==> src/vertex_transform_light_setup_macros.svh <==
// Assertion macros shared by the vertex transform and light setup design.
`ifndef VERTEX_TRANSFORM_LIGHT_SETUP_MACROS_SVH
`define VERTEX_TRANSFORM_LIGHT_SETUP_MACROS_SVH

// Same-cycle implication, checked outside reset.
`define VTLS_ASSERT_NOW(lbl, ante, cons, msg) \
  lbl: assert property (@(posedge clk) disable iff (!rst_n) (ante) |-> (cons)) else $error(msg);

// Next-cycle implication, checked outside reset.
`define VTLS_ASSERT_NEXT(lbl, ante, cons, msg) \
  lbl: assert property (@(posedge clk) disable iff (!rst_n) (ante) |=> (cons)) else $error(msg);

`endif

==> src/vtls_pkg.sv <==
// Shared types, constants and helpers of the vertex transform and light setup.
`timescale 1ns / 1ps
package vtls_pkg;
  localparam int FRAC_BITS = 16;

  // Operation and configuration codes.
  localparam logic OP_WRITE    = 1'b0;
  localparam logic OP_VERTEX   = 1'b1;
  localparam logic CFG_LIGHT   = 1'b0;
  localparam logic CFG_NORMALS = 1'b1;
  localparam logic [1:0] LS_POINT = 2'd1;
  localparam logic [1:0] LS_DIR   = 2'd2;

  // Result kinds.
  localparam logic [2:0] KIND_CLIP   = 3'd0;
  localparam logic [2:0] KIND_NORMAL = 3'd1;
  localparam logic [2:0] KIND_LIGHT  = 3'd2;
  localparam logic [2:0] KIND_VIEW   = 3'd3;
  localparam logic [2:0] KIND_HALF   = 3'd4;

  // Coefficient store layout.
  localparam logic [5:0] MV_BASE = 6'd0;
  localparam logic [5:0] PJ_BASE = 6'd16;
  localparam logic [5:0] LP_BASE = 6'd32;
  localparam logic [5:0] LD_BASE = 6'd35;

  typedef logic signed [31:0] word_t;
  typedef word_t [3:0] row_t;

  // Command word passed from the front to the back.
  typedef struct packed {
    logic          op;
    logic [5:0]    idx;
    word_t         value;
    word_t [3:0]   pos;
    word_t [2:0]   nrm;
    logic          lit;
    logic          dir;
  } cmd_t;

  // Result word.
  typedef struct packed {
    logic [2:0] kind;
    word_t      x;
    word_t      y;
    word_t      z;
    word_t      w;
    logic       mode;
    logic       last;
  } res_t;

  // Saturate a 33-bit signed value to 32 bits.
  function automatic word_t sat33(logic signed [32:0] v);
    word_t r;
    if (v[32] != v[31]) begin
      r = v[32] ? 32'sh80000000 : 32'sh7fffffff;
    end else begin
      r = v[31:0];
    end
    return r;
  endfunction
endpackage

==> src/vtls_outq.sv <==
// Four-entry result queue.
`timescale 1ns / 1ps
module vtls_outq (
  input  logic           clk,
  input  logic           rst_n,
  input  logic           r_push,
  input  vtls_pkg::res_t r_word,
  output logic           r_full,
  input  logic           pop,
  output logic           empty,
  output vtls_pkg::res_t head
);
  import vtls_pkg::*;

  res_t       mem_r [4];
  logic [1:0] wp_r;
  logic [1:0] rp_r;
  logic [2:0] cnt_r;
  logic       rd_en;

  assign r_full = (cnt_r == 3'd4);
  assign empty  = (cnt_r == 3'd0);
  assign head   = mem_r[rp_r];
  assign rd_en  = pop && !empty;

  // Storage and pointers.
  always_ff @(posedge clk) begin
    if (r_push) begin
      mem_r[wp_r] <= r_word;
    end
    if (!rst_n) begin
      wp_r  <= 2'd0;
      rp_r  <= 2'd0;
      cnt_r <= 3'd0;
    end else begin
      if (r_push) begin
        wp_r <= wp_r + 2'd1;
      end
      if (rd_en) begin
        rp_r <= rp_r + 2'd1;
      end
      cnt_r <= cnt_r + {2'b0, r_push} - {2'b0, rd_en};
    end
  end
endmodule

==> config.mk <==
export PLATFORM = sky130hd
export DESIGN_NAME = vtls_outq
export DESIGN_NICKNAME = d
export VERILOG_FILES = /design/src/vertex_transform_light_setup_macros.svh /design/src/vtls_pkg.sv /design/src/vtls_outq.sv
export SDC_FILE = /design/constraint.sdc
export NUM_CORES = 1
export LEC_CHECK = 0
export ABC_CLOCK_PERIOD_IN_PS = 4540
export BUFFER_PORTS_ARGS = -buffer_cell sky130_fd_sc_hd__buf_2
export CORE_AREA = 4 4 220 168
export CTS_CLUSTER_SIZE = 25
export DETAILED_ROUTE_END_ITERATION = 7
export DIE_AREA = 0 0 224 172
export PLACE_DENSITY = 0.82
export SLEW_MARGIN = 25
export SYNTH_ARGS = -nofsm -noshare
export SYNTH_HDL_FRONTEND = slang
export SYNTH_SLANG_ARGS = --single-unit
==> constraint.sdc <==
create_clock -name clk -period 4.54 [get_ports clk]
set_clock_uncertainty 0.05 [all_clocks]
set_input_delay 0.227 -clock clk [delete_from_list [all_inputs] [get_ports clk]]
set_output_delay 0.227 -clock clk [all_outputs]
set_load 0.02 [all_outputs]
==> out/results.ini <==
[yosys]
synth_cells=739
ys_warn_count=0
seq_area_frac_synth_pct=82.3
syn-mean-instance-area_um2=26.6
synth_area_um2=19600
ys_ff_latch=541
synth_cell_types=20
synth_nets=883

[setup_path]
r2r_cells=8
path_class=reg -> out
cp_max_fo=38
r2r_end=cnt_r[2]
path_delay_family=flip-flops
slowest_delay_ns=0.87
crit_chain=buf_12, mux4_2, buf_2
critPathSlowestCell=dfxtp_4
worstSetupStartpointType=flip-flop
required_ns=4.26
r2r-start=cnt_r[1]
critical_path.n_buffers_inverters=2
endpoint_kind=output port
arrival_ns=2.64
regToRegSetupSlack_ns=2.19

[timing]
setup_viol=0
maxSlewHeadroom_pct=41.3
finalMaxSlewViolations=0
final_hold_viol_count=0
fmax_ghz=0.343
fin_setup_tns_ns=0
hold_ws_ns=0.0564
max_slew.worst_pin.slew_ns=0.880
post-route-period-util_pct=64.3
rsz0062_at_grt=false
period_minus_slack_ns=2.92

[place]
routabilityCongestion=0.746
postPlaceCellArea_um2=21600
io_buffers=271
dpl.hpwl_um=23200
dp.cells=1451

[floorplanning]
core_um2=34600
die_y_um=172
start_util_pct=56.7
row_count=59
io_pins=272
die_width_um=224
dieArea_um2=38500

[global_route]
grt_max_degree=86
grtUsageTotal_pct=21.8
gr-total-overflow=0
antenna_found_initial=5
grt_pass1_vias=10241
grt_pass1_wl_um=63300

[power]
share_comb_of_total_power_pct=19.4
p_per_area_nw_per_um2=516
intPower_mw=9.41
vdd_drop_max_v=0.000453
seqPwrFrac_pct=46.6
clockPowerShare_pct=34.0
p_leak_nw=8.37
p_sw_mw=3.30
switching_share_pct=26.0

[cells_and_area]
drive_above_1_share_pct=41.0
area_growth_syn_to_layout_pct=25.5
fin_nets=1324
fin_cells=1682
layout_commonest_cell=edfxtp_1
fin_area_um2=24700
fin_util_pct=71.2
final_cell_mix=edfxtp_1, buf_2, dlygate4sd3_1

[routing]
dr.pass1.iters=5
avgRoutedWirePerCell_um=24.9
drc_errors=0
num_vias=9622
drtAntennaViolNets=0
vias_per_cell=5.72
route.final.wire_length_um=41800
drt_iter0_drc=831

[clocking]
clockRootBuffer=clkbuf_16
clk_latency_ns=0.56
cts_made_buffers=49
post_cts_buffers=0
cts_tree=built
post_cts_resize_count=0
cts.sinks=541
holdBufCountCts=134
cts_buffer_depth=3
cts.htree.levels=2
clk_pin_slew_worst_paths_ns=0.07

[worst_hold_path]
hp-start=pop
hold_depth=3
min-delay-path-class=in -> reg

[flow_run]
cap_violations=0

[outcome]
status=complete, no violations

==> per-stage QoR <==
stage | power, mW | setup slack, ns
after floorplan | 7.64 | 0.392
after detailed placement | 8.38 | 2.15
after global routing | 13.2 | 1.43
after global placement | 8.32 | 2.15
final | 12.7 | 1.62
after CTS | 12.8 | 1.53
==> power by group through the flow <==
stage / Combinational [mW] / Sequential [mW] / Clock [mW]
after floorplan: 1.71 / 5.93 / 0
after detailed placement: 2.35 / 6.03 / 0
after global placement: 2.31 / 6.01 / 0
after CTS: 2.48 / 5.93 / 4.36
after global routing: 2.61 / 5.95 / 4.63
final: 2.47 / 5.92 / 4.32
==> cell families (layout without fill, tap and decap cells) <==
logic type	after synthesis	after routing	share of synthesized area, %
buffers and inverters	35	517	1.11
other	0	4	0
adder cells (fa/ha/maj)	7	7	0.484
AND/OR/NAND/NOR	15	15	0.452
multiplexers	137	137	15.5
XOR/XNOR	2	2	0.159
flip-flops	541	541	82.3
AO/OA/AOI/OAI	2	2	0.0892
==> sequential cells by signal, indices dropped and copies added (netlist names), named ones only <==
register,flops
mem_r,532
wp_r,2
cnt_r,3
rp_r,2
==> layer usage <==
layer  part of all wire [%]  track usage, %
met1                     39            30.1
met2                     50            35.9
met3                    7.3            4.89
met4                    2.9            6.62
met5                  0.031               0
==> area by class of cell <==
cell class	instances	area [um^2]
fill	1925	9970
inverter	5	18.8
timing repair buffer	420	2910
clock buffer	63	1340
tap	457	572
sequential	541	16200
clock inverter	29	367
antenna	4	10.0
multi-input combinational	163	3280
==> cell usage after synthesis <==
master / instances / share of area (%)
edfxtp_1: 532 / 81
nor2b_1: 3 / 0.096
nand2b_1: 2 / 0.064
nor3b_1: 1 / 0.038
ha_1: 6 / 0.38
o311ai_0: 1 / 0.045
inv_1: 5 / 0.096
buf_2: 15 / 0.38
clkbuf_1: 6 / 0.11
xor2_1: 1 / 0.045
nor3_1: 1 / 0.025
fa_1: 1 / 0.10
mux4_2: 133 / 15
and2_1: 6 / 0.19
nand2_1: 2 / 0.038
dfxtp_1: 9 / 0.92
buf_6: 9 / 0.52
xnor3_1: 1 / 0.11
o31a_1: 1 / 0.045
mux2i_1: 4 / 0.20
==> tightest hold or removal path: stages <==
cell and delay [ns]:
buf_2 0.11, o31a_1 0.15, mux2i_1 0.13
==> how the worst max path moves through the flow <==
| stage | cells past startpoint | from | end | slack [ns] |
|---|---|---|---|---|
| CTS | 3 | flip-flop | head[100] | 1.53 |
| global placement | 3 | flip-flop | head[100] | 2.15 |
| global route | 3 | flip-flop | head[100] | 1.43 |
| floorplan | 3 | wp_r[0] | mem_r[0][0] | 0.39 |
| detailed placement | 3 | flip-flop | head[100] | 2.15 |
| finish | 3 | flip-flop | head[128] | 1.62 |
No activity file was read; power rests on OpenSTA's default activity.
