File: src/vertex_transform_light_setup_macros.svh
// Assertion macros shared by the vertex transform and light setup design.
`ifndef VERTEX_TRANSFORM_LIGHT_SETUP_MACROS_SVH
`define VERTEX_TRANSFORM_LIGHT_SETUP_MACROS_SVH

// Same-cycle implication, checked outside reset.
`define VTLS_ASSERT_NOW(lbl, ante, cons, msg) \
  lbl: assert property (@(posedge clk) disable iff (!rst_n) (ante) |-> (cons)) else $error(msg);

// Next-cycle implication, checked outside reset.
`define VTLS_ASSERT_NEXT(lbl, ante, cons, msg) \
  lbl: assert property (@(posedge clk) disable iff (!rst_n) (ante) |=> (cons)) else $error(msg);

`endif

File: src/vtls_pkg.sv
// Shared types, constants and helpers of the vertex transform and light setup.
`timescale 1ns / 1ps
package vtls_pkg;
  localparam int FRAC_BITS = 16;

  // Operation and configuration codes.
  localparam logic OP_WRITE    = 1'b0;
  localparam logic OP_VERTEX   = 1'b1;
  localparam logic CFG_LIGHT   = 1'b0;
  localparam logic CFG_NORMALS = 1'b1;
  localparam logic [1:0] LS_POINT = 2'd1;
  localparam logic [1:0] LS_DIR   = 2'd2;

  // Result kinds.
  localparam logic [2:0] KIND_CLIP   = 3'd0;
  localparam logic [2:0] KIND_NORMAL = 3'd1;
  localparam logic [2:0] KIND_LIGHT  = 3'd2;
  localparam logic [2:0] KIND_VIEW   = 3'd3;
  localparam logic [2:0] KIND_HALF   = 3'd4;

  // Coefficient store layout.
  localparam logic [5:0] MV_BASE = 6'd0;
  localparam logic [5:0] PJ_BASE = 6'd16;
  localparam logic [5:0] LP_BASE = 6'd32;
  localparam logic [5:0] LD_BASE = 6'd35;

  typedef logic signed [31:0] word_t;
  typedef word_t [3:0] row_t;

  // Command word passed from the front to the back.
  typedef struct packed {
    logic          op;
    logic [5:0]    idx;
    word_t         value;
    word_t [3:0]   pos;
    word_t [2:0]   nrm;
    logic          lit;
    logic          dir;
  } cmd_t;

  // Result word.
  typedef struct packed {
    logic [2:0] kind;
    word_t      x;
    word_t      y;
    word_t      z;
    word_t      w;
    logic       mode;
    logic       last;
  } res_t;

  // Saturate a 33-bit signed value to 32 bits.
  function automatic word_t sat33(logic signed [32:0] v);
    word_t r;
    if (v[32] != v[31]) begin
      r = v[32] ? 32'sh80000000 : 32'sh7fffffff;
    end else begin
      r = v[31:0];
    end
    return r;
  endfunction
endpackage

File: src/vtls_front.sv
// Front part: configuration registers, item classification and command queue.
`timescale 1ns / 1ps
module vtls_front (
  input  logic           clk,
  input  logic           rst_n,
  input  logic           push,
  output logic           full,
  input  logic           in_op,
  input  logic [5:0]     in_coef_index,
  input  vtls_pkg::word_t in_coef_value,
  input  vtls_pkg::word_t in_pos_x,
  input  vtls_pkg::word_t in_pos_y,
  input  vtls_pkg::word_t in_pos_z,
  input  vtls_pkg::word_t in_pos_w,
  input  vtls_pkg::word_t in_normal_x,
  input  vtls_pkg::word_t in_normal_y,
  input  vtls_pkg::word_t in_normal_z,
  input  logic           cfg_valid,
  output logic           cfg_ready,
  input  logic           cfg_index,
  input  logic [1:0]     cfg_data,
  output logic           q_valid,
  output vtls_pkg::cmd_t q_cmd,
  input  logic           q_pop
);
  import vtls_pkg::*;

  logic [1:0] ls_r;
  logic       np_r;
  cmd_t       mem_r [2];
  logic       wp_r;
  logic       rp_r;
  logic [1:0] cnt_r;
  cmd_t       cmd;
  logic       wr_en;

  assign cfg_ready = 1'b1;

  // Configuration registers.
  always_ff @(posedge clk) begin
    if (!rst_n) begin
      ls_r <= 2'd0;
      np_r <= 1'b0;
    end else if (cfg_valid) begin
      if (cfg_index == CFG_LIGHT) begin
        ls_r <= cfg_data;
      end else begin
        np_r <= cfg_data[0];
      end
    end
  end

  // Classify the incoming word: lighting mode and light type are fixed here.
  always_comb begin
    cmd.op    = in_op;
    cmd.idx   = in_coef_index;
    cmd.value = in_coef_value;
    cmd.pos   = {in_pos_w, in_pos_z, in_pos_y, in_pos_x};
    cmd.nrm   = {in_normal_z, in_normal_y, in_normal_x};
    cmd.lit   = np_r && (ls_r == LS_POINT || ls_r == LS_DIR);
    cmd.dir   = (ls_r == LS_DIR);
  end

  assign full    = (cnt_r == 2'd2);
  assign q_valid = (cnt_r != 2'd0);
  assign q_cmd   = mem_r[rp_r];
  assign wr_en   = push && !full;

  // Two-entry command queue.
  always_ff @(posedge clk) begin
    if (wr_en) begin
      mem_r[wp_r] <= cmd;
    end
    if (!rst_n) begin
      wp_r  <= 1'b0;
      rp_r  <= 1'b0;
      cnt_r <= 2'd0;
    end else begin
      if (wr_en) begin
        wp_r <= ~wp_r;
      end
      if (q_pop) begin
        rp_r <= ~rp_r;
      end
      cnt_r <= cnt_r + {1'b0, wr_en} - {1'b0, q_pop};
    end
  end
endmodule

File: config.mk
export PLATFORM = sky130hd
export DESIGN_NAME = vtls_front
export DESIGN_NICKNAME = d
export VERILOG_FILES = /design/src/vertex_transform_light_setup_macros.svh /design/src/vtls_pkg.sv /design/src/vtls_front.sv
export SDC_FILE = /design/constraint.sdc
export NUM_CORES = 1
export LEC_CHECK = 0
export BUFFER_PORTS_ARGS = -buffer_cell sky130_fd_sc_hd__buf_2
export CORE_UTILIZATION = 35
export CTS_CLUSTER_SIZE = 30
export DETAILED_ROUTE_END_ITERATION = 7
export GPL_TIMING_DRIVEN = 0
export MAX_ROUTING_LAYER = met4
export SLEW_MARGIN = 20
export SYNTH_ARGS = -nofsm -noshare
export SYNTH_HDL_FRONTEND = slang
export SYNTH_SLANG_ARGS = --single-unit
File: constraint.sdc
create_clock -name clk -period 30.7 [get_ports clk]
set_clock_uncertainty 0.05 [all_clocks]
set_input_delay 3.07 -clock clk [delete_from_list [all_inputs] [get_ports clk]]
set_output_delay 3.07 -clock clk [all_outputs]
set_load 0.005 [all_outputs]
==> summary.txt <==
Drt
  • Drt first pass iters: 4
  • DR iter-0 viols: 532
  • DRT Wirelength: 43.7 mm
  • Post-route ant nets: 0
  • Post-route DRC violation count: 0
  • WL/cell: 19.2 µm
  • Vias per cell: 4.49
  • Vias after detailed routing: 10224

Yosys
  • Dominant synthesized flop cell: edfxtp_1
  • Netlist Area Pre-Place: 19600 µm²
  • Post-synthesis cell count: 867
  • Top-count cell post-synth: edfxtp_1
  • Seq/Total Area, Yosys: 0.820
  • Area leader, netlist: edfxtp_1
  • Syn Area/Cell: 22.6 µm²
  • Ys async rst share: 0
  • Post-synth EDFFs: 530
  • Register bit count reported by yosys: 538
  • Share of the synthesized area in the top cell type: 0.812
  • Total nets after synthesis: 1141
  • Area contributors post-synth: edfxtp_1 (81%), mux2_2 (15%), buf_6 (1.6%)
  • Synth top cells by count: edfxtp_1 (530), mux2_2 (265), buf_6 (28), dfxtp_1 (8)
  • Yosys cell types: 22
  • Syn. warnings: 0

Final layout
  • # nets final: 1753
  • Final core occ: 0.462
  • Area grow syn2layout: 30.2%
  • Share of cells above drive strength 1: 0.610
  • Fill count: 4821

Pwr
  • Cell area power density: 76.4 nW/µm²
  • P_leak: 9.48 nW
  • P_int: 1.49 mW
  • Switching pwr: 0.455 mW
  • Peak supply drop: 48.6 µV
  • Clk network pwr share: 0.356
  • Logic gate share of total power: 0.156
  • Total power: 1.95 mW
  • Switch share: 0.234
  • Reg power frac: 0.488

Placed design
  • Post-DP HPWL: 31.0 mm
  • Routability cong.: 0.767
  • Pre-CTS setup slack: 25.28 ns
  • # port buffers: 537

Global route
  • Total congestion overflow: 0
  • First-pass GRT wire length: 63.6 mm
  • Initial antenna violation count: 6
  • All-Layer GR Usage: 0.153
  • Vias in the first global route: 10863
  • Largest net degree at the start of global routing: 52

Min path
  • Hold endpoint: ls_r[1]
  • Worst hold-check path type: register to register
  • Hold depth: 2
  • Worst hold start: ls_r[1]

Clocking
  • Post-CTS sizing: 0
  • Total CTS buffers: 57
  • CTS root buf: clkbuf_16
  • Clock transition at the registers of the reported paths: 0.06 ns
  • CTS tree: done
  • CTS Buffer Depth: 3
  • CTS Hold Buffers Added: 0
  • Clk Latency, worst-skew pair: 0.58 ns
  • H-tree depth: 2
  • Clk sinks: 538
  • Postcts setup bufs: 0

Floorplanning
  • Row Count: 86
  • Starting density of the core: 0.355
  • Die Area: 56900 µm²
  • Top-Level Pins: 539
  • Core Area: 55200 µm²
  • Chip width: 239 µm
  • Die H: 239 µm

Timing
  • Final worst-path cycle share: 0.168
  • Final hold vios: 0
  • TNS Setup: 0 ns
  • RSZ-0062 raised after global routing: no
  • Relative slew slack: 0.538
  • Final Hold Slack: 0.415 ns
  • Worst slew pin tran: 0.693 ns
  • Final worst slack: 25.53 ns
  • FMAX: 194 MHz
  • Min cycle time layout: 5.17 ns
  • Max-slew violations: 0
  • Setup violators final: 0

Critical path
  • FF-to-FF path depth: 8
  • Crit path largest cell delay: 0.43 ns
  • RR Startpoint: cnt_r[0]
  • FF-to-FF End: mem_r[0][204]
  • Flop2flop setup slack: 28.00 ns
  • Critical path's slowest cell: dfxtp_1
  • Crit path DAT: 2.05 ns
  • Req. time, crit path: 27.58 ns
  • Critical Path End Type: primary output
  • Startpoint Class: register
  • Max Fanout on Critical Path: 10
  • CP cell instances: buf_6 > buf_6 > mux2_2 > buf_2
  • Critical path class: register to primary output
  • Most common cell on crit path: buf_6

Flow run
  • Max-cap viol count: 0

Status
  • Status: finished clean
area by class of cell:
type / instances / area (µm²) / area share
antenna: 6 / 15.0 / 0.000589
buffer: 30 / 328 / 0.0129
clock buffer: 76 / 1500 / 0.0587
clock inverter: 28 / 395 / 0.0155
inverter: 4 / 15.0 / 0.000589
multi-input combinational: 295 / 3190 / 0.125
sequential: 538 / 16100 / 0.630
tap: 748 / 936 / 0.0367
timing repair buffer: 553 / 3050 / 0.120
worst max-delay path: cells and delay by family, from the launching register on:
| kind | cells | cell delay, ns |
|---|---|---|
| buffers and inverters | 3 | 0.64 |
| DFF | 1 | 0.43 |
| muxes | 1 | 0.36 |
cell usage in the layout (no fill, tap or decap), drive strengths merged, types with 3 or more instances in the layout:
master,n
buf,583
edfxtp,530
mux2,265
clkbuf,76
clkinv,15
bufinv,9
dfxtp,8
diode,6
inv,6
nand2,5
nor2,5
nand2b,3
ha,3
worst max-delay path by stage:
stage / from / endpoint / slack [ns] / depth (start not counted)
finish: register / q_cmd[196] / 25.53 / 4
global route: register / q_cmd[98] / 25.40 / 4
CTS: register / q_cmd[196] / 25.41 / 4
detailed placement: push / mem_r[0][204] / 25.28 / 8
global placement: push / mem_r[0][204] / 8.85 / 3
floorplan: push / mem_r[0][0] / 15.62 / 2
through the flow:
stage	cell area (µm²)	cells
2_1_floorplan	19600	867
3_3_place_gp	23200	2152
3_5_place_dp	23600	2168
4_1_cts	25500	2272
5_1_grt	25500	2278
6_report	25500	2278
power by group through the flow:
stage | clock network [mW] | logic (mW) | registers, mW
CTS | 0.716 | 0.311 | 0.952
detailed placement | 0 | 0.309 | 0.967
floorplan | 0 | 0.146 | 1.01
finish | 0.694 | 0.303 | 0.951
global route | 0.743 | 0.328 | 0.960
global placement | 0 | 0.280 | 1.04
flip-flops by register name (all words and copies together) (netlist names), named ones only:
name,cells
mem_r,530
cnt_r,2
rp_r,1
wp_r,1
ls_r,2
np_r,1
kinds of logic after synthesis:
logic type                 Yosys count  share of synthesized area
AOI/OAI and AO/OA                    2                   0.000511
xor gates and xnor gates             3                    0.00134
adders and majority gates            3                    0.00192
buffers and inverters               34                     0.0175
DFF                                538                      0.820
muxes                              267                      0.153
other                                1                   0.000191
and+or+nand+nor                     19                    0.00479
metal layers:
layer / vias up / global-route usage / part of all wire
met5: - / - / 0
met4: 0 / 0.0544 / 0.028
met3: 90 / 0.0542 / 0.087
met2: 377 / 0.257 / 0.51
met1: 5047 / 0.167 / 0.38
li1: 4710 / - / -
Note: power is estimated with default switching activity, not from simulation.
